### src/rtl/core/spq_pkg.sv
// Shared types and codes for the sorted priority queue.
// No dependencies; used by the queue top level.
`default_nettype none

package spq_pkg;

  localparam int unsigned DATA_W   = 32;
  localparam int unsigned COUNT_W  = 7;

  typedef enum logic [1:0] {
    ACT_INSERT = 2'd0,
    ACT_REMOVE = 2'd1,
    ACT_LIST   = 2'd2,
    ACT_NONE   = 2'd3
  } action_e;

  typedef enum logic [1:0] {
    STS_OK    = 2'd0,
    STS_FULL  = 2'd1,
    STS_EMPTY = 2'd2
  } status_e;

  typedef logic [DATA_W-1:0] data_t;

endpackage

`default_nettype wire

### src/rtl/core/spq_ram.sv
// Generic single-write, single-read RAM with registered read data.
// Standalone; holds the queue entries.
`default_nettype none

module spq_ram #(
  parameter int unsigned WIDTH = 32,
  parameter int unsigned DEPTH = 8
) (
  input  wire logic                     clk_i,
  input  wire logic                     we_i,
  input  wire logic [$clog2(DEPTH)-1:0] waddr_i,
  input  wire logic [WIDTH-1:0]         wdata_i,
  input  wire logic                     re_i,
  input  wire logic [$clog2(DEPTH)-1:0] raddr_i,
  output      logic [WIDTH-1:0]         rdata_o
);

  logic [WIDTH-1:0] mem_q [DEPTH];
  logic [WIDTH-1:0] rdata_q;

  always_ff @(posedge clk_i) begin
    if (we_i) begin
      mem_q[waddr_i] <= wdata_i;
    end
    if (re_i) begin
      rdata_q <= mem_q[raddr_i];
    end
  end

  assign rdata_o = rdata_q;

endmodule

`default_nettype wire

### src/rtl/core/sorted_priority_queue.sv
// Sorted priority queue top level: request sequencer, one shared compare
// and the output register. Depends on spq_pkg and spq_ram.
//
//   channel | signals                                         | dir
//   --------+-------------------------------------------------+-----
//   in      | in_valid_i, in_stall_o, action_i, value_i        | in
//   out     | out_valid_o, out_stall_i, result_value_o,        | out
//           | status_o, entry_count_o, last_o                  |
//
// The single RAM port moves one entry per cycle: insert reads the tail,
// then shifts each smaller entry back until the value drops in; remove
// reads the front, then moves each later entry forward; list reads the
// first, then gives one per cycle while the output is not stalled. Full,
// empty, unused requests and inserts into an empty queue emit directly.
// Reset clears the count and the sequencer; entries need no clearing.
// A stalled output holds the sequencer only where it has a result to give;
// a new request is taken while the last result still waits.
`default_nettype none

module sorted_priority_queue #(
  parameter int unsigned DEPTH = 8
) (
  input  wire logic        clk_i,
  input  wire logic        rst_ni,
  input  wire logic        in_valid_i,
  output      logic        in_stall_o,
  input  wire logic [1:0]  action_i,
  input  wire logic signed [31:0] value_i,
  output      logic        out_valid_o,
  input  wire logic        out_stall_i,
  output      logic signed [31:0] result_value_o,
  output      logic [1:0]  status_o,
  output      logic [6:0]  entry_count_o,
  output      logic        last_o
);

  localparam int unsigned IW  = $clog2(DEPTH);
  localparam int unsigned CW  = $clog2(DEPTH + 1);
  localparam int unsigned CW1 = CW + 1;

  typedef enum logic [2:0] {
    S_IDLE,
    S_INS_CMP,
    S_INS_PUT,
    S_REM_FRONT,
    S_REM_MV,
    S_LST_OUT,
    S_EMIT
  } state_e;

  state_e           state_q, state_d;
  logic [CW-1:0]    cnt_q, cnt_d;
  logic [IW-1:0]    idx_q, idx_d;
  spq_pkg::data_t   val_q, val_d;
  spq_pkg::data_t   res_val_q, res_val_d;
  spq_pkg::status_e res_sts_q, res_sts_d;

  logic             out_valid_q, out_valid_d;
  spq_pkg::data_t   out_val_q, out_val_d;
  spq_pkg::status_e out_sts_q, out_sts_d;
  logic [spq_pkg::COUNT_W-1:0] out_cnt_q, out_cnt_d;
  logic             out_last_q, out_last_d;

  logic             ram_we, ram_re;
  logic [IW-1:0]    ram_waddr, ram_raddr;
  spq_pkg::data_t   ram_wdata, ram_rdata;

  logic             in_accept, out_free, val_gt;
  spq_pkg::action_e act;

  spq_ram #(
    .WIDTH (spq_pkg::DATA_W),
    .DEPTH (DEPTH)
  ) u_ram (
    .clk_i   (clk_i),
    .we_i    (ram_we),
    .waddr_i (ram_waddr),
    .wdata_i (ram_wdata),
    .re_i    (ram_re),
    .raddr_i (ram_raddr),
    .rdata_o (ram_rdata)
  );

  assign in_stall_o = (state_q != S_IDLE);
  assign in_accept  = in_valid_i && (state_q == S_IDLE);
  assign out_free   = !out_valid_q || !out_stall_i;
  assign act        = spq_pkg::action_e'(action_i);
  // the one shared comparator
  assign val_gt     = $signed(val_q) > $signed(ram_rdata);

  always_comb begin
    state_d     = state_q;
    cnt_d       = cnt_q;
    idx_d       = idx_q;
    val_d       = val_q;
    res_val_d   = res_val_q;
    res_sts_d   = res_sts_q;
    out_valid_d = out_valid_q && out_stall_i;
    out_val_d   = out_val_q;
    out_sts_d   = out_sts_q;
    out_cnt_d   = out_cnt_q;
    out_last_d  = out_last_q;
    ram_we      = 1'b0;
    ram_waddr   = idx_q;
    ram_wdata   = val_q;
    ram_re      = 1'b0;
    ram_raddr   = idx_q;

    case (state_q)
      S_IDLE: begin
        if (in_accept) begin
          val_d     = spq_pkg::data_t'(value_i);
          res_val_d = '0;
          res_sts_d = spq_pkg::STS_OK;
          state_d   = S_EMIT;
          case (act)
            spq_pkg::ACT_INSERT: begin
              if (cnt_q == CW'(DEPTH)) begin
                res_sts_d = spq_pkg::STS_FULL;
              end else if (cnt_q == '0) begin
                ram_we    = 1'b1;
                ram_waddr = '0;
                ram_wdata = spq_pkg::data_t'(value_i);
                cnt_d     = cnt_q + CW'(1);
              end else begin
                ram_re    = 1'b1;
                ram_raddr = IW'(cnt_q - CW'(1));
                idx_d     = IW'(cnt_q);
                state_d   = S_INS_CMP;
              end
            end
            spq_pkg::ACT_REMOVE: begin
              if (cnt_q == '0) begin
                res_sts_d = spq_pkg::STS_EMPTY;
              end else begin
                ram_re    = 1'b1;
                ram_raddr = '0;
                state_d   = S_REM_FRONT;
              end
            end
            spq_pkg::ACT_LIST: begin
              if (cnt_q == '0) begin
                res_sts_d = spq_pkg::STS_EMPTY;
              end else begin
                ram_re    = 1'b1;
                ram_raddr = '0;
                idx_d     = '0;
                state_d   = S_LST_OUT;
              end
            end
            default: ;
          endcase
        end
      end

      S_INS_CMP: begin
        // shift the smaller entry back one slot, or drop the value in
        ram_we = 1'b1;
        if (val_gt) begin
          ram_waddr = idx_q;
          ram_wdata = ram_rdata;
          idx_d     = idx_q - IW'(1);
          if (idx_q == IW'(1)) begin
            state_d = S_INS_PUT;
          end else begin
            ram_re    = 1'b1;
            ram_raddr = idx_q - IW'(2);
          end
        end else begin
          ram_waddr = idx_q;
          ram_wdata = val_q;
          cnt_d     = cnt_q + CW'(1);
          state_d   = S_EMIT;
        end
      end

      S_INS_PUT: begin
        ram_we    = 1'b1;
        ram_waddr = '0;
        ram_wdata = val_q;
        cnt_d     = cnt_q + CW'(1);
        state_d   = S_EMIT;
      end

      S_REM_FRONT: begin
        res_val_d = ram_rdata;
        idx_d     = '0;
        if (cnt_q == CW'(1)) begin
          cnt_d   = cnt_q - CW'(1);
          state_d = S_EMIT;
        end else begin
          ram_re    = 1'b1;
          ram_raddr = IW'(1);
          state_d   = S_REM_MV;
        end
      end

      S_REM_MV: begin
        // move entry idx+1 forward into idx
        ram_we    = 1'b1;
        ram_waddr = idx_q;
        ram_wdata = ram_rdata;
        if ((CW1'(idx_q) + CW1'(2)) == CW1'(cnt_q)) begin
          cnt_d   = cnt_q - CW'(1);
          state_d = S_EMIT;
        end else begin
          ram_re    = 1'b1;
          ram_raddr = idx_q + IW'(2);
          idx_d     = idx_q + IW'(1);
        end
      end

      S_LST_OUT: begin
        if (out_free) begin
          out_valid_d = 1'b1;
          out_val_d   = ram_rdata;
          out_sts_d   = spq_pkg::STS_OK;
          out_cnt_d   = spq_pkg::COUNT_W'(cnt_q);
          out_last_d  = (CW1'(idx_q) + CW1'(1)) == CW1'(cnt_q);
          if (out_last_d) begin
            state_d = S_IDLE;
          end else begin
            ram_re    = 1'b1;
            ram_raddr = idx_q + IW'(1);
            idx_d     = idx_q + IW'(1);
          end
        end
      end

      S_EMIT: begin
        if (out_free) begin
          out_valid_d = 1'b1;
          out_val_d   = res_val_q;
          out_sts_d   = res_sts_q;
          out_cnt_d   = spq_pkg::COUNT_W'(cnt_q);
          out_last_d  = 1'b1;
          state_d     = S_IDLE;
        end
      end

      default: state_d = S_IDLE;
    endcase
  end

  always_ff @(posedge clk_i or negedge rst_ni) begin
    if (!rst_ni) begin
      state_q     <= S_IDLE;
      cnt_q       <= '0;
      idx_q       <= '0;
      val_q       <= '0;
      res_val_q   <= '0;
      res_sts_q   <= spq_pkg::STS_OK;
      out_valid_q <= 1'b0;
      out_val_q   <= '0;
      out_sts_q   <= spq_pkg::STS_OK;
      out_cnt_q   <= '0;
      out_last_q  <= 1'b0;
    end else begin
      state_q     <= state_d;
      cnt_q       <= cnt_d;
      idx_q       <= idx_d;
      val_q       <= val_d;
      res_val_q   <= res_val_d;
      res_sts_q   <= res_sts_d;
      out_valid_q <= out_valid_d;
      out_val_q   <= out_val_d;
      out_sts_q   <= out_sts_d;
      out_cnt_q   <= out_cnt_d;
      out_last_q  <= out_last_d;
    end
  end

  assign out_valid_o    = out_valid_q;
  assign result_value_o = $signed(out_val_q);
  assign status_o       = out_sts_q;
  assign entry_count_o  = out_cnt_q;
  assign last_o         = out_last_q;

endmodule

`default_nettype wire

### config.mk
export PLATFORM = sky130hd
export DESIGN_NAME = sorted_priority_queue
export DESIGN_NICKNAME = d
export VERILOG_FILES = /design/src/rtl/core/spq_pkg.sv /design/src/rtl/core/spq_ram.sv /design/src/rtl/core/sorted_priority_queue.sv
export SDC_FILE = /design/constraint.sdc
export NUM_CORES = 1
export LEC_CHECK = 0
export BUFFER_PORTS_ARGS = -buffer_cell sky130_fd_sc_hd__buf_2
export CORE_ASPECT_RATIO = 0.5
export CORE_MARGIN = 1.5
export CORE_UTILIZATION = 55
export CTS_BUF_LIST = sky130_fd_sc_hd__clkbuf_4 sky130_fd_sc_hd__clkbuf_8
export DETAILED_ROUTE_END_ITERATION = 16
export PLACE_DENSITY = 0.8
export RECOVER_POWER = 50
export SYNTH_ARGS = -nofsm -noshare
export SYNTH_HDL_FRONTEND = slang
export SYNTH_SLANG_ARGS = --single-unit
### constraint.sdc
create_clock -name clk_i -period 11.15 [get_ports clk_i]
set_input_delay 0.5575 -clock clk_i [delete_from_list [all_inputs] [get_ports clk_i]]
set_output_delay 0.5575 -clock clk_i [all_outputs]
set_load 0.01 [all_outputs]
==> impl_metrics.yaml <==
timing:
  timing_hold_violations_final: 0
  min_period_ps: 5510
  fin_tns_setup_ps: 0
  max_slew.worst_pin.slew_ps: 4330
  final_max_slew_viol_count: 497
  slew_headroom_pct: -189
  rsz0062_at_grt: "no"
  max_clock_freq_ghz: 0.181
  clock_skew_ps: 31.5
  report.final.setup_viol: 0
  timing.final.crit_share_pct: 49.4
floorplanning:
  num_io_pins: 82
  design.die.area_mm2: 0.0356
  floorplan.die.height_um: 134
  core_mm2: 0.0335
  die_wd_um: 265
  num_rows: 47
  start_util_pct: 56.5
route:
  antenna_left: 0
  routed-via-count: 14262
  postRouteWirelength_um: 51300
  route.detailed.vias_per_inst: 6.57
  violation_count_after_the_first_detailed_route_iteration: 2155
  drc_errors: 0
  drt-wirelength-per-cell_um: 23.6
  first_drt_pass_iteration_count: 6
job:
  timing.max_cap.violations: 12
worst_setup_path:
  critical-path-max-stage-delay_ps: 970
  criticalPathCategory: "reg -> reg"
  critPathLaunchType: "flop"
  timing.reg2reg.setup_slack_ps: 5640
  critPathSlowestCell: "buf_4"
  critical_path.reg2reg.endpoint: "u_ram.rdata_o[11]"
  worstReg2RegStart: "idx_q[2]"
  worst-path-buf-inv: 2
  worst_r2r_path_depth: 12
  required_ps: 11530
  cp_max_fo: 111
  arrival_ps: 5890
  critical_path.cell_chain: "ha_1 -> xor2_1 -> nor4_2 -> nor3_1 -> a211oi_1 -> nand3_1 -> o41ai_4 -> buf_4 -> buf_4 -> a22o_1 -> nand3_1 -> mux2_2"
  timing.critical_path.to_type: "flop"
  startpoint: "idx_q[2]"
  critical_path.top_delay_family: "buffers and inverters"
clock_tree:
  htree_num_levels: 2
  hold_buffers: 0
  cts_root_buffer: "clkbuf_8"
  clock_sinks: 404
  cts-buffers-inserted: 56
  cts_setup_buffers: 0
  tritoncts: "done"
  cts-root-to-sink-buffers: 3
  post_cts.resized_instances: 0
  clk_pin_slew_worst_paths_ps: 70
  clk_latency_worst_skew_pair_ps: 650
worst_hold_path:
  timing.hold.worst_endpoint: "val_q[26]"
  hold_path_startpoint: "value_i[26]"
  worstHoldPathType: "in -> reg"
  hold_depth: 3
yosys:
  synth_cell_types: 65
  post-synth-top-area-cell: "edfxtp_1"
  syn-instance-count: 1664
  yosysTopAreaCellShare_pct: 45.7
  synthesis.area_mm2: 0.0189
  async_reset_ff_share_pct: 28.7
  syn_avg_cell_area_um2: 11.4
  synth_seq_area_share_pct: 61.1
  synth_enable_flop_cells: 288
  yosys_most_used_dff: "edfxtp_1"
  yosys_warning_count: 0
  synth_top_cells_by_area: "edfxtp_1, dfrtp_1, nand3_1"
  synth_seq_cells: 404
layout:
  num_antenna_cells: 0
  finish.net_count: 1766
  finalInstanceArea_mm2: 0.0207
  syn2layout_area_growth_pct: 9.40
  fillCellCount: 2555
  layout-drive-gt1-share_pct: 12.1
place:
  numPortBuffers: 78
  place.gp.congestion: 0.954
  dp.final_hpwl_um: 29500
  placed_area_mm2: 0.0196
grt:
  antenna_found_initial: 2
  grt.overflow.total: 0
  grt_max_degree: 112
  grt_first_pass_wirelength_um: 77800
  global_route.usage.total_pct: 28.8
  first_global_vias: 13303
status:
  status: "complete, but fails checks"
  violations: "max-capacitance violations, max-slew violations"
flip-flops by register name (all words and copies together) (netlist names):
name and cells:
state_q 3, last_o 1, out_valid_o 1, idx_q 3, u_ram.mem_q 256, status_o 2
res_sts_q 2, result_value_o 32, res_val_q 32, cnt_q 4, entry_count_o 4, u_ram.rdata_o 32
val_q 32
worst reg2reg max path, delay by kind of cell (launching register included):
family,cells,cell delay (ps)
compound gates,3,970
xor+xnor,1,180
fa+ha+maj,1,390
buf+inv,2,1760
flops,1,740
mux,1,260
simple gates,4,940
through the flow:
stage / setup WS [ps] / util (%) / hold WS [ps] / instances
6_report: 5640 / 61.8 / 101 / 2170
5_1_grt: 5140 / 61.8 / 97.7 / 2170
4_1_cts: 5860 / 62.2 / 68.9 / 2170
3_5_place_dp: 5860 / 58.7 / 466 / 2068
3_3_place_gp: 5930 / 58.7 / 457 / 2068
2_1_floorplan: 5560 / - / 262 / 1666
placed cells by master (no fill, tap or decap), types with 7 or more instances in the layout:
cell / synthesis / routed
a21oi_1: 55 / 53
buf_4: 5 / 20
edfxtp_1: 288 / 288
o21ai_0: 146 / 146
clkbuf_8: 0 / 65
xnor2_1: 7 / 7
inv_1: 46 / 47
nor3_1: 12 / 11
clkbuf_4: 0 / 29
a22o_1: 65 / 65
and2_1: 34 / 33
a31oi_1: 7 / 7
dfrtp_1: 116 / 116
nand3_1: 172 / 172
o211ai_1: 7 / 7
a221o_1: 33 / 33
nand2_1: 166 / 162
nand4_1: 137 / 137
mux2_2: 35 / 35
nor2_1: 58 / 54
buf_2: 26 / 36
clkbuf_1: 105 / 52
ha_1: 43 / 43
cell families (layout without fill, tap and decap cells):
| kind of cell | Yosys count | count (layout) | synth area share [%] |
|---|---|---|---|
| fa+ha+maj | 43 | 43 | 2.85 |
| buf+inv | 194 | 257 | 4.12 |
| simple gates | 602 | 602 | 15.9 |
| flops | 404 | 404 | 61.1 |
| mux | 40 | 40 | 2.36 |
| other cells | 1 | 3 | 0.0198 |
| xor+xnor | 13 | 13 | 0.675 |
| compound gates | 367 | 367 | 13.0 |
metal layers:
metal | GRT usage [%] | vias to the layer above | wire length [µm]
met5 | 0 | - | 0
met4 | 8.73 | 0 | 1150
met3 | 7.89 | 99 | 6860
met2 | 41.2 | 882 | 22200
met1 | 43.0 | 6940 | 21100
li1 | - | 6341 | -
worst max path at each step:
stage,depth (start not counted),slack (ps),to
after CTS,12,5860,u_ram.rdata_o[11]
after detailed placement,12,5860,u_ram.rdata_o[10]
after global routing,2,5140,result_value_o[31]
after floorplan,8,5560,u_ram.mem_q[0][0]
final,12,5640,u_ram.rdata_o[11]
after global placement,12,5930,u_ram.rdata_o[9]
cells in the mapped netlist (2+ instances only):
master / number
and3_1: 2
clkbuf_1: 105
mux2i_1: 4
nand4_1: 137
xnor2_1: 7
o21a_1: 4
a221o_1: 33
nor4_1: 3
edfxtp_1: 288
a21oi_1: 55
o21ai_0: 146
nand2_1: 166
o22ai_1: 5
a211oi_1: 4
o31ai_1: 3
or3_1: 2
o41ai_1: 3
nand3_1: 172
nand2b_1: 2
mux2_2: 35
ha_1: 43
xor2_1: 5
a31oi_1: 7
inv_1: 46
nor2_1: 58
o2111ai_1: 3
a41oi_1: 3
a32o_1: 3
a21o_1: 3
buf_1: 11
nor2b_1: 5
buf_2: 26
a21boi_0: 2
o21ai_1: 5
a22o_1: 65
and2_1: 34
o2bb2ai_1: 2
o211ai_1: 7
buf_4: 5
a2111oi_0: 4
dfrtp_1: 116
nor3_1: 12
cell type report:
cell class | count | area [µm²] | area share, %
Clock inverter | 8 | 57.6 | 0.278
Tap cell | 441 | 552 | 2.67
Timing Repair Buffer | 108 | 526 | 2.54
Clock buffer | 94 | 1110 | 5.38
Multi-Input combinational cell | 1068 | 6710 | 32.4
Sequential cell | 404 | 11600 | 55.8
Inverter | 47 | 176 | 0.853
Power is not shown: default switching activity piles up to over one toggle a cycle in this logic, so the estimate is an artifact.
